===== config.mk =====
export PLATFORM = sky130hd
export DESIGN_NAME = hamming74_stream_decoder_flat
export DESIGN_NICKNAME = d
export VERILOG_FILES = /design/src/rtl/core/h74sd_pkg.sv /design/src/rtl/core/h74sd_in_if.sv /design/src/rtl/core/h74sd_out_if.sv /design/src/rtl/core/h74sd_front.sv /design/src/rtl/core/h74sd_queue.sv /design/src/rtl/core/h74sd_back.sv /design/src/rtl/core/hamming74_stream_decoder.sv /design/src/flat_wrapper.sv
export SDC_FILE = /design/constraint.sdc
export NUM_CORES = 1
export LEC_CHECK = 0
export ABC_AREA = 0
export BUFFER_PORTS_ARGS = -buffer_cell sky130_fd_sc_hd__clkbuf_2
export CORE_UTILIZATION = 55
export CTS_CLUSTER_DIAMETER = 100
export DETAILED_ROUTE_END_ITERATION = 10
export GPL_TIMING_DRIVEN = 0
export HOLD_SLACK_MARGIN = 0.1
export PLACE_DENSITY = 0.75
export SLEW_MARGIN = 20
export SYNTH_ARGS = -nofsm -noshare
export SYNTH_HDL_FRONTEND = slang
export SYNTH_SLANG_ARGS = --single-unit

===== constraint.sdc =====
create_clock -name clk -period 3.6 [get_ports clk]
set_input_delay 0.54 -clock clk [delete_from_list [all_inputs] [get_ports clk]]
set_output_delay 0.54 -clock clk [all_outputs]
set_load 0.05 [all_outputs]

===== src/rtl/core/h74sd_pkg.sv =====
// shared types, constants and the codeword correction function
`default_nettype none

package h74sd_pkg;

  localparam int unsigned CwBits   = 7;
  localparam int unsigned NibBits  = 4;
  localparam int unsigned ByteBits = 8;
  localparam int unsigned CntBits  = 3;
  localparam int unsigned BufBits  = CwBits - 1;

  localparam logic [CntBits-1:0] MaxLeftover = CntBits'(CwBits - 1);

  typedef logic [ByteBits-1:0] byte_t;
  typedef logic [NibBits-1:0]  nib_t;
  typedef logic [CwBits-1:0]   cw_t;

  // up to two decoded bytes made by one request
  typedef struct packed {
    logic  has0;
    logic  has1;
    byte_t data0;
    logic  fin0;
    byte_t data1;
    logic  fin1;
  } bundle_t;

  typedef struct packed {
    logic [CntBits-1:0] bit_cnt;
    logic               nib_held;
  } front_stat_t;

  typedef struct packed {
    logic empty;
    logic full;
  } queue_stat_t;

  // codeword p1 p2 d1 p3 d2 d3 d4 from bit 6 down to bit 0
  function automatic nib_t correct_nibble(input cw_t cw);
    logic       s1;
    logic       s2;
    logic       s3;
    logic [2:0] pos;
    cw_t        flip;
    cw_t        fixed;
    s1    = cw[6] ^ cw[4] ^ cw[2] ^ cw[0];
    s2    = cw[5] ^ cw[4] ^ cw[1] ^ cw[0];
    s3    = cw[3] ^ cw[2] ^ cw[1] ^ cw[0];
    pos   = {s3, s2, s1};
    flip  = (pos == 3'd0) ? '0 : (cw_t'(7'b1000000) >> (pos - 3'd1));
    fixed = cw ^ flip;
    return {fixed[4], fixed[2], fixed[1], fixed[0]};
  endfunction

endpackage

`default_nettype wire


===== src/rtl/core/h74sd_in_if.sv =====
// input channel: coded stream bytes
`default_nettype none

interface h74sd_in_if;
  logic       valid;
  logic       ready;
  logic [7:0] code_byte;
  logic       final_byte;

  modport source (output valid, output code_byte, output final_byte, input ready);
  modport sink   (input valid, input code_byte, input final_byte, output ready);
endinterface

`default_nettype wire


===== src/rtl/core/h74sd_out_if.sv =====
// result channel: decoded data bytes
`default_nettype none

interface h74sd_out_if;
  logic       valid;
  logic       ready;
  logic [7:0] data_byte;
  logic       final_out;

  modport source (output valid, output data_byte, output final_out, input ready);
  modport sink   (input valid, input data_byte, input final_out, output ready);
endinterface

`default_nettype wire


===== src/rtl/core/h74sd_front.sv =====
// front end: bit gathering, codeword correction and nibble pairing
`default_nettype none

module h74sd_front (
  input  logic                  clk,
  input  logic                  rst_n,
  input  logic                  accept,
  input  h74sd_pkg::byte_t      code_byte,
  input  logic                  final_byte,
  output h74sd_pkg::bundle_t    bundle,
  output h74sd_pkg::front_stat_t stat
);
  import h74sd_pkg::*;

  logic [CntBits-1:0] cnt_r, cnt_nxt;
  logic [BufBits-1:0] buf_r;
  nib_t               held_r, held_nxt;
  logic               held_v_r, held_v_nxt;

  logic [BufBits+ByteBits-1:0] stream;
  logic [BufBits+ByteBits-1:0] shifted;
  logic [CntBits:0]            shamt;
  logic                        two;
  nib_t                        nib0, nib1;
  logic                        first_v;
  byte_t                       first_b;
  logic                        flush;
  byte_t                       flush_b;

  always_comb begin
    // only bits below cnt_r of the buffer reach the first codeword
    stream  = {buf_r, code_byte};
    shamt   = {1'b0, cnt_r} + (CntBits+1)'(1);
    shifted = stream >> shamt;
    two     = (cnt_r == MaxLeftover);
    nib0    = correct_nibble(shifted[CwBits-1:0]);
    nib1    = correct_nibble(stream[CwBits-1:0]);

    first_v = held_v_r || two;
    first_b = held_v_r ? {held_r, nib0} : {nib0, nib1};

    held_v_nxt = held_v_r ? two : !two;
    held_nxt   = (held_v_r && two) ? nib1 : nib0;

    flush   = final_byte && held_v_nxt;
    flush_b = {held_nxt, {NibBits{1'b0}}};

    cnt_nxt = two ? '0 : shamt[CntBits-1:0];

    bundle.has0  = first_v || flush;
    bundle.has1  = first_v && flush;
    bundle.data0 = first_v ? first_b : flush_b;
    bundle.fin0  = final_byte && !(first_v && flush);
    bundle.data1 = flush_b;
    bundle.fin1  = final_byte;
  end

  always_ff @(posedge clk) begin
    if (!rst_n) begin
      cnt_r    <= '0;
      held_v_r <= 1'b0;
      held_r   <= '0;
    end else if (accept) begin
      if (final_byte) begin
        cnt_r    <= '0;
        held_v_r <= 1'b0;
        held_r   <= '0;
      end else begin
        cnt_r    <= cnt_nxt;
        held_v_r <= held_v_nxt;
        held_r   <= held_nxt;
      end
    end
  end

  always_ff @(posedge clk) begin
    if (accept) begin
      buf_r <= code_byte[BufBits-1:0];
    end
  end

  assign stat.bit_cnt  = cnt_r;
  assign stat.nib_held = held_v_r;

endmodule

`default_nettype wire


===== src/rtl/core/h74sd_queue.sv =====
// small queue of result bundles between front and back
`default_nettype none

module h74sd_queue #(
  parameter int unsigned Depth = 4
) (
  input  logic                   clk,
  input  logic                   rst_n,
  input  logic                   push,
  input  h74sd_pkg::bundle_t     push_data,
  input  logic                   pop,
  output h74sd_pkg::bundle_t     head,
  output h74sd_pkg::queue_stat_t stat
);
  import h74sd_pkg::*;

  localparam int unsigned PtrW = (Depth > 1) ? $clog2(Depth) : 1;
  localparam int unsigned LvlW = $clog2(Depth + 1);
  localparam logic [PtrW-1:0] LastPtr = PtrW'(Depth - 1);
  localparam logic [LvlW-1:0] FullLvl = LvlW'(Depth);

  bundle_t         entries_r [Depth];
  logic [PtrW-1:0] wr_ptr_r, wr_ptr_nxt;
  logic [PtrW-1:0] rd_ptr_r, rd_ptr_nxt;
  logic [LvlW-1:0] level_r, level_nxt;
  logic            do_push, do_pop;

  always_comb begin
    do_push    = push && (level_r != FullLvl);
    do_pop     = pop && (level_r != '0);
    wr_ptr_nxt = do_push ? ((wr_ptr_r == LastPtr) ? '0 : wr_ptr_r + PtrW'(1)) : wr_ptr_r;
    rd_ptr_nxt = do_pop ? ((rd_ptr_r == LastPtr) ? '0 : rd_ptr_r + PtrW'(1)) : rd_ptr_r;
    level_nxt  = level_r;
    if (do_push && !do_pop) begin
      level_nxt = level_r + LvlW'(1);
    end else if (do_pop && !do_push) begin
      level_nxt = level_r - LvlW'(1);
    end
  end

  always_ff @(posedge clk) begin
    if (!rst_n) begin
      wr_ptr_r <= '0;
      rd_ptr_r <= '0;
      level_r  <= '0;
    end else begin
      wr_ptr_r <= wr_ptr_nxt;
      rd_ptr_r <= rd_ptr_nxt;
      level_r  <= level_nxt;
    end
  end

  always_ff @(posedge clk) begin
    if (do_push) begin
      entries_r[wr_ptr_r] <= push_data;
    end
  end

  assign head       = entries_r[rd_ptr_r];
  assign stat.empty = (level_r == '0);
  assign stat.full  = (level_r == FullLvl);

endmodule

`default_nettype wire


===== src/rtl/core/h74sd_back.sv =====
// back end: unpacks bundles into the registered result channel
`default_nettype none

module h74sd_back (
  input  logic                   clk,
  input  logic                   rst_n,
  input  h74sd_pkg::bundle_t     head,
  input  h74sd_pkg::queue_stat_t q_stat,
  output logic                   pop,
  h74sd_out_if.source            out_chan
);
  import h74sd_pkg::*;

  logic  out_v_r, out_v_nxt;
  byte_t out_b_r, out_b_nxt;
  logic  out_f_r, out_f_nxt;
  logic  pend_v_r, pend_v_nxt;
  byte_t pend_b_r, pend_b_nxt;
  logic  pend_f_r, pend_f_nxt;
  logic  load;

  always_comb begin
    load       = !out_v_r || out_chan.ready;
    pop        = load && !pend_v_r && !q_stat.empty;
    out_v_nxt  = out_v_r;
    out_b_nxt  = out_b_r;
    out_f_nxt  = out_f_r;
    pend_v_nxt = pend_v_r;
    pend_b_nxt = pend_b_r;
    pend_f_nxt = pend_f_r;
    if (load) begin
      if (pend_v_r) begin
        out_v_nxt  = 1'b1;
        out_b_nxt  = pend_b_r;
        out_f_nxt  = pend_f_r;
        pend_v_nxt = 1'b0;
      end else if (!q_stat.empty) begin
        out_v_nxt  = 1'b1;
        out_b_nxt  = head.data0;
        out_f_nxt  = head.fin0;
        pend_v_nxt = head.has1;
        pend_b_nxt = head.data1;
        pend_f_nxt = head.fin1;
      end else begin
        out_v_nxt = 1'b0;
      end
    end
  end

  always_ff @(posedge clk) begin
    if (!rst_n) begin
      out_v_r  <= 1'b0;
      pend_v_r <= 1'b0;
    end else begin
      out_v_r  <= out_v_nxt;
      pend_v_r <= pend_v_nxt;
    end
  end

  always_ff @(posedge clk) begin
    out_b_r  <= out_b_nxt;
    out_f_r  <= out_f_nxt;
    pend_b_r <= pend_b_nxt;
    pend_f_r <= pend_f_nxt;
  end

  assign out_chan.valid     = out_v_r;
  assign out_chan.data_byte = out_b_r;
  assign out_chan.final_out = out_f_r;

endmodule

`default_nettype wire


===== src/rtl/core/hamming74_stream_decoder.sv =====
// top level of the hamming(7,4) stream decoder
//
//  channel   dir  request payload                 handshake
//  in_chan   in   code_byte[7:0], final_byte      valid / ready
//  out_chan  out  data_byte[7:0], final_out       valid / ready
//
// one coded byte is taken per cycle while the bundle queue has room; it is decoded in the
// same cycle (one or two codewords) and queued as a bundle of up to two result bytes.
// results leave the output register at one per cycle while out_chan is ready, so a byte that makes two results
// holds the output port for both results in turn. reset (rst_n low,
// sync) clears the gathering state, the queue and the output register; no clearing pass.
// either side may stall without stopping the other until the queue fills.
`default_nettype none

module hamming74_stream_decoder #(
  parameter int unsigned QueueDepth = 4
) (
  input  logic        clk,
  input  logic        rst_n,
  h74sd_in_if.sink    in_chan,
  h74sd_out_if.source out_chan
);
  import h74sd_pkg::*;

  bundle_t     bundle;   // what this request decodes to
  bundle_t     head;     // oldest queued bundle
  front_stat_t f_stat;
  queue_stat_t q_stat;
  logic        accept;
  logic        push;
  logic        pop;

  // front is only held back by a full queue
  assign in_chan.ready = !q_stat.full;
  assign accept        = in_chan.valid && in_chan.ready;
  // a request that completes no byte leaves nothing to queue
  assign push          = accept && bundle.has0;

  h74sd_front u_front (
    .clk        (clk),
    .rst_n      (rst_n),
    .accept     (accept),
    .code_byte  (in_chan.code_byte),
    .final_byte (in_chan.final_byte),
    .bundle     (bundle),
    .stat       (f_stat)
  );

  h74sd_queue #(
    .Depth (QueueDepth)
  ) u_queue (
    .clk       (clk),
    .rst_n     (rst_n),
    .push      (push),
    .push_data (bundle),
    .pop       (pop),
    .head      (head),
    .stat      (q_stat)
  );

  h74sd_back u_back (
    .clk      (clk),
    .rst_n    (rst_n),
    .head     (head),
    .q_stat   (q_stat),
    .pop      (pop),
    .out_chan (out_chan)
  );

`ifndef ASSERT_OFF
  // leftover bits never reach a whole codeword between requests
  a_leftover_short: assert property (@(posedge clk) disable iff (!rst_n)
    f_stat.bit_cnt <= MaxLeftover)
    else $error("leftover bit count above six");

  // the last byte of a message leaves the front clean
  a_final_clears: assert property (@(posedge clk) disable iff (!rst_n)
    (accept && in_chan.final_byte) |=> (f_stat.bit_cnt == '0 && !f_stat.nib_held))
    else $error("state not cleared after final byte");

  // a bundle is never pushed into a full queue
  a_no_overflow: assert property (@(posedge clk) disable iff (!rst_n)
    push |-> !q_stat.full)
    else $error("push into full queue");

  // a second result in a bundle always has a first beside it
  a_bundle_order: assert property (@(posedge clk) disable iff (!rst_n)
    (accept && bundle.has1) |-> (bundle.has0 && bundle.fin1 == in_chan.final_byte))
    else $error("malformed result bundle");
`endif

endmodule

`default_nettype wire


===== src/flat_wrapper.sv =====
// flat-port wrapper written by rule: the top's interface ports become plain ports
module hamming74_stream_decoder_flat import h74sd_pkg::*;
#(
  parameter int unsigned QueueDepth = 4
)
  (clk, rst_n, in_chan_valid, in_chan_code_byte, in_chan_final_byte, in_chan_ready, out_chan_valid, out_chan_data_byte, out_chan_final_out, out_chan_ready);
  h74sd_in_if in_chan_i ();
  h74sd_out_if out_chan_i ();
  input  logic clk;
  input  logic rst_n;
  input wire logic [$bits(in_chan_i.valid)-1:0] in_chan_valid;
  input wire logic [$bits(in_chan_i.code_byte)-1:0] in_chan_code_byte;
  input wire logic [$bits(in_chan_i.final_byte)-1:0] in_chan_final_byte;
  output wire logic [$bits(in_chan_i.ready)-1:0] in_chan_ready;
  output wire logic [$bits(out_chan_i.valid)-1:0] out_chan_valid;
  output wire logic [$bits(out_chan_i.data_byte)-1:0] out_chan_data_byte;
  output wire logic [$bits(out_chan_i.final_out)-1:0] out_chan_final_out;
  input wire logic [$bits(out_chan_i.ready)-1:0] out_chan_ready;
  assign in_chan_i.valid = in_chan_valid;
  assign in_chan_i.code_byte = in_chan_code_byte;
  assign in_chan_i.final_byte = in_chan_final_byte;
  assign in_chan_ready = in_chan_i.ready;
  assign out_chan_valid = out_chan_i.valid;
  assign out_chan_data_byte = out_chan_i.data_byte;
  assign out_chan_final_out = out_chan_i.final_out;
  assign out_chan_i.ready = out_chan_ready;
  hamming74_stream_decoder #(.QueueDepth(QueueDepth)) u_core (.clk(clk), .rst_n(rst_n), .in_chan(in_chan_i), .out_chan(out_chan_i));
endmodule

* Yosys cells after proc, flatten, opt, wreduce, memory -nomap -nowiden *
Memory sizes are Yosys's and may differ from the RTL's. A register that Yosys moved wholly into a read port is not among the register bits.
Index checks and enable logic that the tools add are counted.

cells by class
  bitwise gates (word level) = 22
  mux-type cells = 26
  reduce and logical (&&, ||, !) cells = 30
  equality and inequality tests = 6
  shifts and indexed selects = 3
  add/subtract/negate cells = 7

operators by type and width
  operator                                           number
  two-way mux 8 bit                                  4
  bitwise XOR 1 bit                                  18
  right shift 14 x 4 -> 7 bit                        1
  right shift 7 x 3 -> 5 bit (first input constant)  2
  logical AND 1 bit                                  12
  two-way mux 3 bit                                  4
  two-way mux 1 bit                                  10
  two-way mux 5 bit                                  2
  bitwise XOR 5 bit                                  2
  zero test 3 bit                                    3
  subtractor 3 x 1 -> 3 bit (second input constant)  3
  zero test 1 bit                                    8
  two-way mux 2 bit                                  4
  two-way mux 4 bit                                  2
  == test 3 bit (second input constant)              2
  adder 2 x 1 -> 2 bit (second input constant)       2
  adder 3 x 1 -> 4 bit (second input constant)       1
  == test 2 bit (second input constant)              2
  adder 3 x 1 -> 3 bit (second input constant)       1
  logical OR 1 bit                                   3
  != test 3 bit (second input constant)              1
  AND reduction 3 bit                                1
  nonzero test 3 bit                                 1
  != test 2 x 1 -> 1 bit (second input constant)     1
  other kinds (3)                                    4

word-level totals
  output and inout port bits = 11
  RAM bits = 64
  memories = 1
  register bits after elaboration = 41

memories
  name                      depth  width  read ports  clocked after Yosys merged registers in  wr ports  RTL line           RTL
  u_core.u_queue.entries_r  4      16     1           1                                        1         h74sd_queue.sv:22  bundle_t entries_r [Depth];

* Longest topological paths before layout *
Gate-level depths: netlist of run 1.

  depth after elaboration = 11
  mapped depth = 15
  depth with buffers taken out = 12

* Modules after synthesis *
Synthesis of run 1 repeated with hierarchy kept, for this count alone.

unflattened totals
  cell total of the unflattened synthesis = 424
  area total of the unflattened synthesis = 6037.0 um2

modules (own cells, without submodules)
  module                    area each (um2)  instances  seq. area each (um2)  cells an instance
  h74sd_queue               3358.2           1          2582.5                155
  h74sd_front               1884.3           1          340.3                 225
  h74sd_back                775.7            1          580.6                 41
  hamming74_stream_decoder  18.8             1          0.0                   3

* Worst setup path after synthesis of run 1 *
Ideal clock, no wire load.

  path kind = input to register
  start = input in_chan_code_byte[4]
  end = memory u_core.u_queue.entries_r[0][10] (netlist name) (data pin)
  path buffers = 1
  path slack = -157 ps
  arrival time = 3461 ps
  stages on the path = 13
  required time = 3304 ps
  library setup time = 296 ps
  cells stage by stage = clkbuf_1 -> mux2i_1 -> mux4_2 -> mux2_2 -> a21oi_4 -> nand3_1 -> o21ai_0 -> ha_1 -> or2_2 -> or4_1 -> a22o_1 -> a31oi_1 -> a31oi_1

RTL lines
  what                RTL line            RTL
  start: declaration  flat_wrapper.sv:12  input wire logic [$bits(in_chan_i.code_byte)-1:0] in_chan_code_byte;
  end: declaration    h74sd_queue.sv:22

==> out/summary.txt, run 1 <==
count of standard-cell rows -> 34
unrepaired setup endpoints after global routing -> yes
clock buffers created by TritonCTS -> 9
post-synthesis average cell area -> 13.28 µm²
register bit total from synthesis -> 99
worst-case headroom to the max-slew limit -> 42.66%
cell type contributing the most total cell area after synthesis -> sky130_fd_sc_hd__edfxtp_1
Tightest Hold Check Type -> primary input to register
clock latency on the worst-skew pair -> 0.36 ns
Inst Count DP -> 509
final cell count without fillers -> 530
worst clock skew -> 0.01310 ns
Power per Cell Area -> 661.0 mW/mm²
PortBufs -> 22
H-Tree Level Count -> 3
final antenna-violating net count -> 0
TritonCTS Sinks -> 99
final-layout setup total negative slack -> 0 ns
area share of the largest cell type after synthesis -> 47.73%
Post-synth EDFFs -> 80
worst setup margin -> 0.004341 ns
pre-CTS worst setup slack -> -0.4038 ns
Crit path required time -> 3.66 ns
sequential area share after synthesis -> 55.28%
cell at the slowest stage of the critical path -> sky130_fd_sc_hd__mux4_2
worst vdd rail ir drop -> 0.2675 mV
slew at the pin with the worst max-slew slack -> 0.8601 ns
clock slew seen by the registers of the worst setup and hold paths -> 0.10 ns
global route total overflow -> 0
CP startpoint kind -> register
outcome -> finished, violations left
number of hold buffers added after CTS -> 0
static leakage -> 1.931 nW
total detailed-routing wirelength -> 9508 µm
Std-Cell Core Area -> 0.008806 mm²
top-level port count -> 24
category of the critical setup timing path -> register to register
Total Routing Usage GR -> 21.32%
multi-input logic area -> 0.002193 mm²
number of antenna cells inserted -> 0
fraction of the cycle the final worst path needs -> 99.88%
hold slack -> 0.3622 ns
drt drc -> 2
total chip power -> 3.715 mW
root buf cell -> sky130_fd_sc_hd__clkbuf_8
routed via count -> 3127
setup-violating endpoint count in the final report -> 0
Die Y-Extent -> 97.67 µm
net count after synthesis -> 403
cells taking the most area after synthesis -> sky130_fd_sc_hd__edfxtp_1, sky130_fd_sc_hd__mux4_2, sky130_fd_sc_hd__dfxtp_1
count of final hold-check violations -> 0
clock tree from TritonCTS -> built
register area -> 0.002788 mm²
most common cell in the synthesized netlist -> sky130_fd_sc_hd__edfxtp_1
antenna violations before repair -> 0
Initial Util -> 57.16%
wire length of the first global-routing pass -> 15600 µm
length of the first detailed-routing pass in iterations -> 7
Max clock buf depth -> 2
number of violations reported at the end of detailed-routing iteration 0 -> 179
Core Util, Final -> 63.81%
cell area after placement -> 0.005283 mm²
post-route cell area -> 0.005619 mm²
Fmax -> 278.1 MHz
NumNets Final -> 441
count of cell types in the netlist -> 53
Max Transition Viols Final -> 0
violations in the final reports -> DRC
pin count of the biggest net entering global routing -> 19
share of post-route cells with drive strength above 1 -> 26.30%
Tmin final -> 3.596 ns
Crit Path Max Fanout -> 5
synthesis warning total -> 0
synthesized instance count -> 379
drt via density -> 5.900
wire per inst -> 17.94 µm
detailed placement HPWL -> 6678 µm
global placer's final weighted congestion -> 0.8839
die area -> 0.009538 mm²
element type at the critical path end -> register
critical-path cell list -> buf_12 -> mux2i_2 -> mux4_2 -> mux2_4 -> a21oi_4 -> nand3_2 -> o21ai_2 -> ha_1 -> or2_4 -> or4_4 -> a22o_1 -> a31oi_1 -> a31oi_2
vias in the first global route -> 3116
prevailing post-synth register cell -> sky130_fd_sc_hd__edfxtp_1
Fillers -> 652
number of violations of the max-capacitance limit -> 0
Data arrival, critical path -> 3.65 ns
Mapped Area -> 0.005034 mm²
ranking of synthesized cells by instance count -> sky130_fd_sc_hd__edfxtp_1, sky130_fd_sc_hd__mux2i_1, sky130_fd_sc_hd__nor2_1, sky130_fd_sc_hd__dfxtp_1, sky130_fd_sc_hd__mux4_2
crit-path max cell delay -> 0.48 ns
Die X-Extent -> 97.67 µm
layout overhead on the synthesized area -> 11.63%
fraction of registers with async set or reset after synthesis -> 0%
path summary, 6_finish.rpt:
path / cells past startpoint / from / end / slack [ns]
max: 13 / u_core.u_front.cnt_r[0] / u_core.u_queue.entries_r[1][10] / 0.004
min: 1 / in_chan_code_byte[5] / u_core.u_front.buf_r[5] / 0.36
max reg2reg: 13 / u_core.u_front.cnt_r[0] / u_core.u_queue.entries_r[1][10] / 0.004
min reg2reg: 2 / u_core.u_front.held_r[1] / u_core.u_front.held_r[1] / 0.50
repair_timing:
| action | 4_1_cts | 5_1_grt |
|---|---|---|
| buffers inserted | 5 | 1 |
| resized for setup | 9 | 16 |
| endpoints found under the hold margin | 0 | 0 |
| endpoints found under the setup margin | 36 | 17 |
| pin swaps | 3 | 7 |
| cloned | 0 | 1 |
worst max-delay path, delay by kind of cell, from the launching register on:
family,cells,cell delay (ns)
AND/OR/NAND/NOR,3,0.77
AO/OA/AOI/OAI,5,0.81
adder cells (fa/ha/maj),1,0.25
buffers and inverters,1,0.14
flip-flops,1,0.40
multiplexers,3,0.93
routing by layer:
metal,vias to the layer above,wire (µm),part of all wire [%],GRT usage [%]
met1,1555,4235,45,27.67
met2,65,4871,51,36.72
met4,0,118,1.2,6.294
met3,15,283,3.0,3.741
li1,1492,-,-,-
met5,-,0,0,0
state kept, by name, summed over array words and instances, names as in the netlist, named ones only:
| name | cells |
|---|---|
| u_core.u_queue.rd_ptr_r | 2 |
| u_core.u_back.pend_f_r | 1 |
| u_core.u_queue.level_r | 3 |
| u_core.u_front.buf_r | 6 |
| u_core.u_back.out_chan.data_byte | 8 |
| u_core.u_back.out_chan.valid | 1 |
| u_core.u_back.pend_b_r | 4 |
| u_core.u_front.cnt_r | 3 |
| u_core.u_queue.entries_r | 60 |
| u_core.u_back.pend_v_r | 1 |
| u_core.u_front.held_r | 4 |
| u_core.u_queue.wr_ptr_r | 2 |
| u_core.u_front.held_v_r | 1 |
| u_core.u_back.out_chan.final_out | 1 |
final cells by class:
class	count	share of cell area, %
flip-flops and latches	99	49.61
multi-input cells	250	39.03
repair buffers	29	3.206
well taps	108	2.405
clock buffers	10	2.271
plain buffers	17	1.715
clock inverters	6	1.024
inverters	11	0.7348
where the power goes:
group	switching [mW]	total, mW	internal [mW]
Combinational	0.857	1.41	0.551
Sequential	0.0887	1.62	1.54
Clock	0.415	0.682	0.267
kinds of logic after synthesis:
kind of cell	share of synthesized area [%]
XOR/XNOR	3.803
flip-flops	55.28
AO/OA/AOI/OAI	8.277
buffers and inverters	2.809
multiplexers	15.41
AND/OR/NAND/NOR	11.53
adder cells (fa/ha/maj)	2.883
layout by cell type (no fill, tap or decap), types with 4 or more instances in the layout:
| cell | netlist | routed |
|---|---|---|
| sky130_fd_sc_hd__edfxtp_1 | 80 | 80 |
| sky130_fd_sc_hd__o21ai_1 | 6 | 7 |
| sky130_fd_sc_hd__nand3_1 | 5 | 4 |
| sky130_fd_sc_hd__a21oi_1 | 12 | 11 |
| sky130_fd_sc_hd__nand3b_1 | 4 | 4 |
| sky130_fd_sc_hd__xnor2_1 | 12 | 11 |
| sky130_fd_sc_hd__dfxtp_1 | 19 | 17 |
| sky130_fd_sc_hd__nand2_1 | 18 | 16 |
| sky130_fd_sc_hd__mux2i_1 | 25 | 23 |
| sky130_fd_sc_hd__nand2b_1 | 9 | 9 |
| sky130_fd_sc_hd__clkbuf_1 | 12 | 10 |
| sky130_fd_sc_hd__buf_4 | 0 | 7 |
| sky130_fd_sc_hd__o22ai_1 | 5 | 4 |
| sky130_fd_sc_hd__mux2_2 | 6 | 5 |
| sky130_fd_sc_hd__and2_1 | 7 | 7 |
| sky130_fd_sc_hd__o21ai_0 | 9 | 7 |
| sky130_fd_sc_hd__a31oi_1 | 6 | 5 |
| sky130_fd_sc_hd__nor2_1 | 22 | 21 |
| sky130_fd_sc_hd__ha_1 | 10 | 10 |
| sky130_fd_sc_hd__nor2b_1 | 18 | 18 |
| sky130_fd_sc_hd__clkbuf_8 | 0 | 9 |
| sky130_fd_sc_hd__mux4_2 | 19 | 19 |
| sky130_fd_sc_hd__inv_1 | 11 | 11 |
| sky130_fd_sc_hd__clkbuf_2 | 0 | 24 |
| sky130_fd_sc_hd__xor2_1 | 8 | 8 |
| sky130_fd_sc_hd__clkinv_4 | 0 | 4 |
| sky130_fd_sc_hd__nor3_1 | 5 | 4 |
Power figures use the tool's default switching activity.
==> run 2: changes to the inputs <==
--- a/config.mk
+++ b/config.mk
@@ -7,12 +7,13 @@
 export LEC_CHECK = 0
 export ABC_AREA = 0
 export BUFFER_PORTS_ARGS = -buffer_cell sky130_fd_sc_hd__clkbuf_2
-export CORE_UTILIZATION = 55
+export CORE_UTILIZATION = 56
 export CTS_CLUSTER_DIAMETER = 100
 export DETAILED_ROUTE_END_ITERATION = 10
 export GPL_TIMING_DRIVEN = 0
 export HOLD_SLACK_MARGIN = 0.1
-export PLACE_DENSITY = 0.75
+export PLACE_DENSITY = 0.74
+export SKIP_CTS_REPAIR_TIMING = 1
 export SLEW_MARGIN = 20
 export SYNTH_ARGS = -nofsm -noshare
 export SYNTH_HDL_FRONTEND = slang
==> constraint.sdc (replaced) <==
create_clock -name clk -period 3.9 [get_ports clk]
set_input_delay 0.585 -clock clk [delete_from_list [all_inputs] [get_ports clk]]
set_output_delay 0.585 -clock clk [all_outputs]
set_load 0.05 [all_outputs]
==> run 2 against run 1 <==
  * The flow now finishes without violations
  * Global-route usage fell by 0.81 points
  * Power is 9.8% lower
  * Combinational power decreased by 12%
  * Critical path type unchanged
  * Highest routed layer unchanged
==> out/summary.txt, run 2 (synthesis gave the netlist of run 1 again) <==
multi-input logic area -> 0.002166 mm² (-1.3%)
critical-path cell list -> buf_6 -> buf_12 -> mux2i_1 -> mux4_2 -> mux2_2 -> a21oi_4 -> nand3_1 -> o21ai_0 -> ha_1 -> or2_4 -> or4_1 -> a22o_1 -> a31oi_2 -> a31oi_2
slew at the pin with the worst max-slew slack -> 0.8772 ns (+0.01707 ns)
final antenna-violating net count -> 0 (unchanged)
Die Y-Extent -> 96.81 µm (-0.88%)
post-route cell area -> 0.005552 mm² (-1.2%)
Crit Path Max Fanout -> 10 (+5)
count of standard-cell rows -> 34 (unchanged)
layout overhead on the synthesized area -> 10.29%
CP startpoint kind -> register
number of violations reported at the end of detailed-routing iteration 0 -> 165 (-7.8%)
worst clock skew -> 0.01424 ns (+0.001139 ns)
Most flops, register -> u_core.u_queue.entries_r
H-Tree Level Count -> 3 (unchanged)
vias in the first global route -> 3051 (-2.1%)
clock buffers created by TritonCTS -> 9 (unchanged)
Fmax -> 267.8 MHz (-3.7%)
top-level port count -> 24 (unchanged)
Initial Util -> 57.72% (+0.56 points)
final-layout setup total negative slack -> 0 ns (unchanged)
Power per Cell Area -> 603.4 mW/mm² (-8.7%)
detailed placement HPWL -> 6493 µm (-2.8%)
buffers and inverters on the worst path -> 2 (+1)
setup-violating endpoint count in the final report -> 0 (unchanged)
category of the critical setup timing path -> register to register
clock tree from TritonCTS -> built
wire per inst -> 17.14 µm (-4.4%)
routed via count -> 3067 (-1.9%)
cell at the slowest stage of the critical path -> sky130_fd_sc_hd__mux4_2
Die X-Extent -> 96.81 µm (-0.88%)
pin count of the biggest net entering global routing -> 19 (unchanged)
clock slew seen by the registers of the worst setup and hold paths -> 0.10 ns (about the same)
Max clock buf depth -> 2 (unchanged)
commonest cells after routing, fill and taps aside -> sky130_fd_sc_hd__edfxtp_1, sky130_fd_sc_hd__mux2i_1, sky130_fd_sc_hd__clkbuf_2
drt via density -> 5.798 (-1.7%)
drt drc -> 0 (-2)
total chip power -> 3.350 mW (-9.8%)
cell area after placement -> 0.005284 mm² (about the same)
met2 wire length -> 4618 µm (-5.2%)
wire length of the first global-routing pass -> 14970 µm (-4.1%)
worst-case headroom to the max-slew limit -> 41.30% (-1.4 points)
Total Routing Usage GR -> 20.50% (-0.81 points)
antenna violations before repair -> 0 (unchanged)
number of violations of the max-capacitance limit -> 0 (unchanged)
register area -> 0.002783 mm² (-0.18%)
share of post-route cells with drive strength above 1 -> 23.99% (-2.3 points)
NumNets Final -> 440 (-0.23%)
static leakage -> 1.892 nW (-2.0%)
unrepaired setup endpoints after global routing -> no
Crit path required time -> 3.96 ns (+0.30 ns)
max reg flops -> 60 (unchanged)
Max Transition Viols Final -> 0 (unchanged)
routed metal-1 wirelength -> 3919 µm (-7.5%)
total detailed-routing wirelength -> 9069 µm (-4.6%)
Core Util, Final -> 63.66% (-0.15 points)
met3 wire len -> 354 µm (+25%)
fraction of the cycle the final worst path needs -> 95.75% (-4.1 points)
Data arrival, critical path -> 3.79 ns (+0.14 ns)
Std-Cell Core Area -> 0.008721 mm² (-0.97%)
Tightest Hold Check Type -> primary input to register
die area -> 0.009371 mm² (-1.8%)
crit-path max cell delay -> 0.47 ns (about the same)
root buf cell -> sky130_fd_sc_hd__clkbuf_8
most numerous cell on the critical path -> sky130_fd_sc_hd__a31oi_2
outcome -> completed
worst vdd rail ir drop -> 0.2212 mV (-17%)
Fillers -> 632 (-3.1%)
global route total overflow -> 0 (unchanged)
most common cell after layout, fill and taps aside -> sky130_fd_sc_hd__edfxtp_1
top routing layer in use -> met4
path length in cells of the critical path -> 14 (+1)
clock latency on the worst-skew pair -> 0.36 ns (about the same)
TritonCTS Sinks -> 99 (unchanged)
element type at the critical path end -> register
global placer's final weighted congestion -> 0.9026 (+2.1%)
PortBufs -> 22 (unchanged)
largest delay contributor family on the critical path -> multiplexers
hold slack -> 0.4092 ns (+0.04696 ns)
Tmin final -> 3.734 ns (+0.1385 ns)
Worst Reg2Reg Path Length in Cells -> 14 (+1)
length of the first detailed-routing pass in iterations -> 4 (-3)
number of antenna cells inserted -> 0 (unchanged)
cell count of the worst hold path -> 1 (unchanged)
count of final hold-check violations -> 0 (unchanged)
run 2: report_power, final:
part / internal, mW / total, mW / switching, mW
registers: 1.42 / 1.50 / 0.0776
logic: 0.472 / 1.24 / 0.770
clock network: 0.243 / 0.613 / 0.370
run 2: worst paths after layout:
kind	startpoint	end	slack, ns
worst min register to register	u_core.u_front.held_r[0]	u_core.u_front.held_r[0]	0.51
worst min-delay path	in_chan_code_byte[4]	u_core.u_front.buf_r[4]	0.41
worst max-delay path	u_core.u_front.cnt_r[0]	u_core.u_queue.entries_r[2][10]	0.17
worst max register to register	u_core.u_front.cnt_r[0]	u_core.u_queue.entries_r[2][10]	0.17
run 2: area by class of cell:
class | instances | area share [%]
Inverter | 11 | 0.7437
Sequential cell | 99 | 50.12
Multi-Input combinational cell | 251 | 39.01
Clock inverter | 7 | 1.172
Timing Repair Buffer | 25 | 2.389
Clock buffer | 9 | 2.231
Tap cell | 108 | 2.434
Buffer | 19 | 1.893
run 2: stage by stage:
stage / cells / setup WS (ns)
after floorplan: 379 / 0.09830
after global placement: 509 / -0.3694
after detailed placement: 509 / -0.4062
after CTS: 525 / -0.1506
after global routing: 529 / 0.0001985
final: 529 / 0.1658
run 2: layer usage:
metal  vias to the layer above  global-route usage (%)
li1                       1494                       -
met1                      1480                   26.35
met2                        78                   34.62
met3                        15                   2.673
met4                         0                   9.644
met5                         -                       0
